`src/sv/contiguous_pattern_search_top_defines.svh`:
```
// assertion helpers for the pattern search block
`ifndef CONTIGUOUS_PATTERN_SEARCH_TOP_DEFINES_SVH
`define CONTIGUOUS_PATTERN_SEARCH_TOP_DEFINES_SVH

// invariant checked at every clock edge outside reset
`define CPS_ASSERT_ALWAYS(label, prop, msg) \
  label: assert property (@(posedge clk_i) disable iff (!rst_ni) (prop)) else $error(msg);

// condition in one cycle implies a consequence in the next
`define CPS_ASSERT_NEXT(label, cond, conseq, msg) \
  label: assert property (@(posedge clk_i) disable iff (!rst_ni) \
    (cond) |=> (conseq)) else $error(msg);

`endif

```
`src/sv/cps_pkg.sv`:
```
`default_nettype none

package cps_pkg;

  localparam int unsigned WordW = 32;

  typedef logic signed [WordW-1:0] word_t;

  typedef enum logic {
    OP_PATTERN = 1'b0,
    OP_TEXT    = 1'b1
  } opcode_e;

endpackage

`default_nettype wire

```
`src/sv/cps_if.sv`:
```
`default_nettype none

// input channel: one pattern or text word per handshake
interface cps_in_if;
  logic              valid;
  logic              ready;
  cps_pkg::opcode_e  opcode;
  cps_pkg::word_t    value;
  logic              last;

  modport source (output valid, output opcode, output value, output last, input ready);
  modport sink   (input valid, input opcode, input value, input last, output ready);
endinterface

// result channel: one word per finished text
interface cps_out_if;
  logic valid;
  logic ready;
  logic found;
  logic pattern_overflow;

  modport source (output valid, output found, output pattern_overflow, input ready);
  modport sink   (input valid, input found, input pattern_overflow, output ready);
endinterface

`default_nettype wire

```
`src/sv/contiguous_pattern_search_top.sv`:
```
// contiguous pattern search over a stream of signed 32-bit words
// in_i carries pattern words (opcode OP_PATTERN) and text words (OP_TEXT);
// last closes a pattern or a text. a pattern keeps up to PAT_MAX words,
// extra words are dropped and flagged as overflow.
// out_o carries one word per text word marked last: found tells
// whether the stored pattern occurred as a contiguous run of that text,
// pattern_overflow whether the pattern was truncated. other words give none.
// the result word is valid in the cycle after the closing text word
// is accepted. throughput: one word per cycle, every word is handled in the
// cycle it is accepted (window shift plus a PAT_MAX-lane parallel compare
// against the pattern shift register feeding one result register).
// stall: in_i.ready drops only while a result word waits and out_o.ready is
// low; the result register then holds its word unchanged.
// reset: empty pattern, empty text window, no result pending; the first
// pattern word after reset starts a new pattern.
`default_nettype none

module contiguous_pattern_search_top #(
  parameter int unsigned PAT_MAX = 16
) (
  input  wire logic  clk_i,
  input  wire logic  rst_ni,
  cps_in_if.sink     in_i,
  cps_out_if.source  out_o
);
  import cps_pkg::*;

`include "contiguous_pattern_search_top_defines.svh"

  localparam int unsigned CntW = $clog2(PAT_MAX + 1);
  localparam logic [CntW-1:0] CntMax = CntW'(PAT_MAX);

  // pattern shift register: pat_q[0] is the newest (last) pattern word,
  // so it lines up with the newest text word in win_q[0]
  word_t           pat_q [PAT_MAX];
  word_t           win_q [PAT_MAX];
  logic [CntW-1:0] pat_len_q, pat_len_d;
  logic [CntW-1:0] seen_q, seen_d;
  logic            closed_q, closed_d;
  logic            ovf_q, ovf_d;
  logic            match_q, match_d;

  logic            out_valid_q, out_valid_d;
  logic            found_q, found_d;
  logic            out_ovf_q, out_ovf_d;

  logic            accept;
  logic            is_text;
  logic            text_end;
  logic            pat_shift;
  logic            window_hit;
  logic [PAT_MAX-1:0] lane_ok;

  assign in_i.ready = !out_valid_q || out_o.ready;
  assign accept     = in_i.valid && in_i.ready;
  assign is_text    = (in_i.opcode == OP_TEXT);
  assign text_end   = accept && is_text && in_i.last;

  // ---------------------------------------------------------------------------
  // pattern side
  // ---------------------------------------------------------------------------
  always_comb begin
    pat_len_d = pat_len_q;
    closed_d  = closed_q;
    ovf_d     = ovf_q;
    pat_shift = 1'b0;
    if (accept && !is_text) begin
      if (closed_q) begin
        // a new pattern starts with this word
        pat_len_d = CntW'(1);
        ovf_d     = 1'b0;
        pat_shift = 1'b1;
      end else if (pat_len_q != CntMax) begin
        pat_len_d = pat_len_q + 1'b1;
        pat_shift = 1'b1;
      end else begin
        // store full, word dropped
        ovf_d = 1'b1;
      end
      closed_d = in_i.last;
    end
  end

  // ---------------------------------------------------------------------------
  // parallel window compare, one lane per pattern position
  // ---------------------------------------------------------------------------
  for (genvar k = 0; k < PAT_MAX; k++) begin : g_lane
    localparam logic [CntW-1:0] LaneIdx = CntW'(k);
    word_t win_new;
    if (k == 0) begin : g_head
      assign win_new = in_i.value;
    end else begin : g_tail
      assign win_new = win_q[k-1];
    end
    // lanes past the pattern length do not take part
    assign lane_ok[k] = (LaneIdx >= pat_len_q) || (win_new == pat_q[k]);

    always_ff @(posedge clk_i) begin
      if (accept && is_text) begin
        win_q[k] <= win_new;
      end
      if (pat_shift) begin
        if (k == 0) begin
          pat_q[k] <= in_i.value;
        end else begin
          pat_q[k] <= pat_q[(k == 0) ? 0 : k-1];
        end
      end
    end
  end

  always_comb begin
    seen_d      = seen_q;
    match_d     = match_q;
    found_d     = found_q;
    out_ovf_d   = out_ovf_q;
    out_valid_d = out_valid_q;
    window_hit  = 1'b0;

    if (out_o.ready) begin
      out_valid_d = 1'b0;
    end

    if (accept && is_text) begin
      seen_d = (seen_q == CntMax) ? seen_q : seen_q + 1'b1;
      // empty pattern never matches, nor one longer than the text so far
      window_hit = (pat_len_q != '0) && (seen_d >= pat_len_q) && (&lane_ok);
      match_d    = match_q || window_hit;
      if (in_i.last) begin
        found_d     = match_d;
        out_ovf_d   = ovf_q;
        out_valid_d = 1'b1;
        seen_d      = '0;
        match_d     = 1'b0;
      end
    end
  end

  always_ff @(posedge clk_i or negedge rst_ni) begin
    if (!rst_ni) begin
      pat_len_q   <= '0;
      closed_q    <= 1'b1;
      ovf_q       <= 1'b0;
      seen_q      <= '0;
      match_q     <= 1'b0;
      out_valid_q <= 1'b0;
    end else begin
      pat_len_q   <= pat_len_d;
      closed_q    <= closed_d;
      ovf_q       <= ovf_d;
      seen_q      <= seen_d;
      match_q     <= match_d;
      out_valid_q <= out_valid_d;
    end
  end

  // result payload, no reset needed
  always_ff @(posedge clk_i) begin
    found_q   <= found_d;
    out_ovf_q <= out_ovf_d;
  end

  assign out_o.valid            = out_valid_q;
  assign out_o.found            = found_q;
  assign out_o.pattern_overflow = out_ovf_q;

  // ---------------------------------------------------------------------------
  // assertions
  // ---------------------------------------------------------------------------
  `CPS_ASSERT_ALWAYS(a_len_bound, pat_len_q <= CntMax, "pattern length past PAT_MAX")
  `CPS_ASSERT_ALWAYS(a_seen_bound, seen_q <= CntMax, "text count past PAT_MAX")
  `CPS_ASSERT_ALWAYS(a_ovf_full, !ovf_q || (pat_len_q == CntMax), "overflow with room left")
  `CPS_ASSERT_NEXT(a_end_result, text_end, out_valid_q && seen_q == '0 && !match_q, "text end lost")

endmodule

`default_nettype wire

```
`src/flat_wrapper.sv`:
```
// flat-port wrapper written by rule: the top's interface ports become plain ports
module contiguous_pattern_search_top_flat import cps_pkg::*;
#(
  parameter int unsigned PAT_MAX = 16
)
  (clk_i, rst_ni, in_i_valid, in_i_opcode, in_i_value, in_i_last, in_i_ready, out_o_valid, out_o_found, out_o_pattern_overflow, out_o_ready);
  cps_in_if in_i_i ();
  cps_out_if out_o_i ();
  input  wire logic clk_i;
  input  wire logic rst_ni;
  input wire logic [$bits(in_i_i.valid)-1:0] in_i_valid;
  input wire logic [$bits(in_i_i.opcode)-1:0] in_i_opcode;
  input wire logic [$bits(in_i_i.value)-1:0] in_i_value;
  input wire logic [$bits(in_i_i.last)-1:0] in_i_last;
  output wire logic [$bits(in_i_i.ready)-1:0] in_i_ready;
  output wire logic [$bits(out_o_i.valid)-1:0] out_o_valid;
  output wire logic [$bits(out_o_i.found)-1:0] out_o_found;
  output wire logic [$bits(out_o_i.pattern_overflow)-1:0] out_o_pattern_overflow;
  input wire logic [$bits(out_o_i.ready)-1:0] out_o_ready;
  assign in_i_i.valid = in_i_valid;
  assign in_i_i.opcode = in_i_opcode;
  assign in_i_i.value = in_i_value;
  assign in_i_i.last = in_i_last;
  assign in_i_ready = in_i_i.ready;
  assign out_o_valid = out_o_i.valid;
  assign out_o_found = out_o_i.found;
  assign out_o_pattern_overflow = out_o_i.pattern_overflow;
  assign out_o_i.ready = out_o_ready;
  contiguous_pattern_search_top #(.PAT_MAX(PAT_MAX)) u_core (.clk_i(clk_i), .rst_ni(rst_ni), .in_i(in_i_i), .out_o(out_o_i));
endmodule
```
`config.mk`:
```
export PLATFORM = sky130hd
export DESIGN_NAME = contiguous_pattern_search_top_flat
export DESIGN_NICKNAME = d
export VERILOG_FILES = /design/src/sv/cps_pkg.sv /design/src/sv/cps_if.sv /design/src/sv/contiguous_pattern_search_top.sv /design/src/flat_wrapper.sv
export VERILOG_INCLUDE_DIRS = /design/src /design/src/sv
export SDC_FILE = /design/constraint.sdc
export NUM_CORES = 1
export LEC_CHECK = 0
export BUFFER_PORTS_ARGS = -buffer_cell sky130_fd_sc_hd__buf_4
export CAP_MARGIN = 30
export CELL_PAD_IN_SITES_DETAIL_PLACEMENT = 1
export CELL_PAD_IN_SITES_GLOBAL_PLACEMENT = 1
export CORE_UTILIZATION = 45
export CTS_CLUSTER_SIZE = 10
export DETAILED_ROUTE_END_ITERATION = 8
export GPL_ROUTABILITY_DRIVEN = 1
export PLACE_DENSITY = 0.69
export SLEW_MARGIN = 20
export SYNTH_ARGS = -nofsm -noshare
export SYNTH_HDL_FRONTEND = slang
export SYNTH_SLANG_ARGS = --single-unit
```
`constraint.sdc`:
```
create_clock -name clk_i -period 27.4 [get_ports clk_i]
set_input_delay 1.37 -clock clk_i [delete_from_list [all_inputs] [get_ports clk_i]]
set_output_delay 1.37 -clock clk_i [all_outputs]
set_load 0.02 [all_outputs]
```
==> impl_results.md <==
* Dominant synthesized flop cell: sky130_fd_sc_hd__edfxtp_1
* Reg-to-reg slack, setup at 23.56 ns
* Cell with the largest stage delay on the worst path: sky130_fd_sc_hd__buf_4
* Headroom to the max-slew limit at 0.116
* Post-Syn Nets at 1,854
* Count of buffers inserted at the top-level ports at 41
* Worst hold margin at 0.466 ns
* Register area share after synthesis at 0.828
* Fraction of the mapped netlist area in compound gates at 0.00830
* Count of flip-flops with a built-in enable after synthesis at 994
* DIE WIDTH at 287 um
* Core Rows at 104
* Post-detail-place hpwl at 50,300 um
* Setup crit start kind: input pin
* Average wire per standard cell at 23.4 um
* Clock Path Buffers at 3
* Total Nets Final at 2,020
* Required arrival time at the worst endpoint at 27.67 ns
* Boundary Pins at 42
* Xor-xnor portion of the synthesized cell area at 0.124
* Antenna violations before repair at 0
* Depth of the most critical reg-to-reg path at 8
* Largest family of logic cells by synthesized area: XOR/XNOR gates
* Unrepaired setup endpoints after global routing: false
* CP most frequent cell: sky130_fd_sc_hd__buf_4
* Buffers and inverters on the worst path at 4
* Final period utilization at 0.147
* Origin of the critical flop-to-flop path: u_core.pat_len_q[1]
* Slew Limit Fails at 0
* Die Height at 287 um
* Count of hold-fix buffers inserted at cts at 0
* Netlist area before placement at 36,500 um2
* Share of synthesized flip-flops with an asynchronous set or reset at 0.0139
* Number of non-filler instances in the completed layout at 3,062
* Maximum fanout count along the critical path at 172
* Min Clock Period, post-route at 4.02 ns
* Largest incremental delay on the critical path at 0.66 ns
* WP depth at 8
* GRT Util Overall at 0.177
* Setup TNS Final at 0 ns
* Clock latency at the later pin of the worst-skew pair at 0.66 ns
* Number of fillers in the final layout at 7,171
* Number of setup violations in the final report at 0
* Post-CTS setup repair buffer count at 0
* Type of the worst setup path: in -> reg
* Count of inserted antenna diode cells at 0
* Length of the first detailed-routing pass in iterations at 5
* Largest net degree at the start of global routing at 193
* Placed cells at 2,918
* Critical path startpoint: out_o_ready
* Setup skew after layout at 0.0160 ns
* Status: completed
* Post-route ant nets at 0
* Max-capacitance violation count at 0
* Clock tree from TritonCTS: yes
* Number of design-rule violations left by the first detailed-router iteration at 890
* Via count of the first global-routing pass at 17,500
* Number of standard cells after synthesis at 1,806
* Capture point of the critical path: u_core.pat_q[0][173]
* Number of register bits inferred by synthesis at 1,008
* Most numerous cell types in the synthesized netlist: 994 x sky130_fd_sc_hd__edfxtp_1, 373 x sky130_fd_sc_hd__xnor2_1, 143 x sky130_fd_sc_hd__xor2_1, 101 x sky130_fd_sc_hd__nand4_1, 59 x sky130_fd_sc_hd__nor4_1
* Simple-gate area share of the yosys netlist at 0.0349
* H-tree level count at 3
* Area grow syn2layout at 13.3%
* Residual DRC count at 0
* Gr ovfl total at 0
* Worst vdd ir at 0.0000554 V
* Fmax achieved at 249 MHz
* Yosys top cell area share at 0.818
* Endpoint of the worst register-to-register path: u_core.pat_q[0][173]
* P per Cell Area at 79.4 nW/um2
* Global-route wire length before repair at 106,000 um
* Post-Route Utilization at 0.514
* Area share of fa/ha/maj cells after synthesis at 0.00343
* Hold Fails Final Rpt at 0
* Critical Path Sink Type: flip-flop
* Post-layout power at 3280 uW
* Effective utilization at floorplan at 0.454
* Per-cell via count in the routed design at 5.03
* Quantity of gates resized following cts at 0
* Final wirelength at 71,600 um
* CTS Root Cell: sky130_fd_sc_hd__clkbuf_16
* Top post-synthesis cells by area: sky130_fd_sc_hd__edfxtp_1 82%, sky130_fd_sc_hd__xnor2_1 9.0%, sky130_fd_sc_hd__xor2_1 3.4%
* Final weighted congestion in routability-driven placement at 0.884
* Series of cell instances along the critical path: buf_4, nand2b_1, nand2_1, or2_2, a21oi_4, buf_4, buf_4, buf_12
* Die outline area at 82,200 um2
* Routed vias at 15,400
* Number of sinks on the clock net at 1,008
* Distinct cell type count of the synthesized netlist at 44
* Hold path startpoint: u_core.pat_q[0][124]
* Clock-pin slew of the registers on the worst-case setup and hold paths at 0.05 ns
* Leakage power of the design at 0.0130 uW
* Kind of cell with the highest combined delay on the critical path: buffers and inverters
* Count leader, synth: sky130_fd_sc_hd__edfxtp_1
* Worst-Margin Slew at 1.33 ns
* Class of the tightest hold or removal check: reg -> reg
* Floorplan core area at 80,400 um2
* Fraction of synthesized area in multiplexers at 0
* Mean cell area of the mapped netlist at 20.2 um2
* Yosys warnings at 0
* Share of cells above drive strength 1 at 0.0929
* CTS buffer count at 111
* Arrival time of the worst setup path at 4.29 ns
* Cell type contributing the most total cell area after synthesis: sky130_fd_sc_hd__edfxtp_1
## layout make-up
type	instances	area [um2]	area share
flip-flops and latches	1008	30200	0.731
multi-input cells	784	6230	0.151
clock buffers	135	2910	0.0704
well taps	1060	1330	0.0321
repair buffers	57	520	0.0126
clock inverters	8	96.3	0.00233
inverters	10	45.0	0.00109
## power by group
group	switching, uW	internal [uW]	total, uW
clock network	535	735	1270
logic	103	58.8	162
registers	57.9	1790	1850
## cells in the final DEF, fill, tap and decap left out, types with 3 or more instances in the layout
cell type | synthesis | layout
sky130_fd_sc_hd__a21oi_1 | 16 | 15
sky130_fd_sc_hd__a22oi_1 | 3 | 3
sky130_fd_sc_hd__buf_12 | 0 | 3
sky130_fd_sc_hd__buf_16 | 0 | 3
sky130_fd_sc_hd__buf_4 | 1 | 49
sky130_fd_sc_hd__clkbuf_1 | 2 | 22
sky130_fd_sc_hd__clkbuf_16 | 0 | 113
sky130_fd_sc_hd__clkinv_1 | 1 | 3
sky130_fd_sc_hd__dfrtp_1 | 13 | 13
sky130_fd_sc_hd__edfxtp_1 | 994 | 994
sky130_fd_sc_hd__ha_1 | 10 | 10
sky130_fd_sc_hd__inv_1 | 8 | 7
sky130_fd_sc_hd__nand2_1 | 14 | 14
sky130_fd_sc_hd__nand3_1 | 8 | 8
sky130_fd_sc_hd__nand4_1 | 101 | 101
sky130_fd_sc_hd__nor2_1 | 7 | 7
sky130_fd_sc_hd__nor3_1 | 11 | 11
sky130_fd_sc_hd__nor4_1 | 59 | 59
sky130_fd_sc_hd__o2111ai_1 | 3 | 3
sky130_fd_sc_hd__o21ai_0 | 5 | 5
sky130_fd_sc_hd__o22ai_1 | 4 | 4
sky130_fd_sc_hd__xnor2_1 | 373 | 373
sky130_fd_sc_hd__xor2_1 | 143 | 143
## cells by family after synthesis
logic type | Yosys count
flops | 1008
xor+xnor | 516
simple gates | 212
compound gates | 46
buf+inv | 14
fa+ha+maj | 10
## routing by layer
layer	GRT usage	part of all wire	vias up
met5	0	0	-
met2	0.354	0.58	307
li1	-	-	7248
met3	0.0291	0.028	148
met1	0.172	0.34	7689
met4	0.0882	0.051	0
## registers in the layout, indices dropped and copies added (netlist names)
name / flops
u_core.ovf_q: 1
u_core.win_q: 480
u_core.out_o.found: 1
u_core.pat_len_q: 5
u_core.match_q: 1
u_core.seen_q: 5
u_core.out_o.valid: 1
u_core.out_o.pattern_overflow: 1
u_core.pat_q: 512
u_core.closed_q: 1
## how the worst min path moves through the flow
stage	end	slack, ns	cells past startpoint
floorplan	u_core.out_o.pattern_overflow	0.43	0
global placement	u_core.win_q[0][71]	0.45	0
detailed placement	u_core.out_o.pattern_overflow	0.46	0
CTS	u_core.pat_q[0][156]	0.47	0
global route	u_core.pat_q[1][79]	0.47	0
finish	u_core.pat_q[0][156]	0.47	0
## stage by stage
stage / cell area (um2) / worst slack [ns]
floorplan: 36500 / 10.75
global placement: 38200 / 22.26
detailed placement: 38300 / 22.42
CTS: 41300 / 23.12
global route: 41300 / 23.22
finish: 41300 / 23.38
Note: power is estimated with default switching activity, not from simulation.
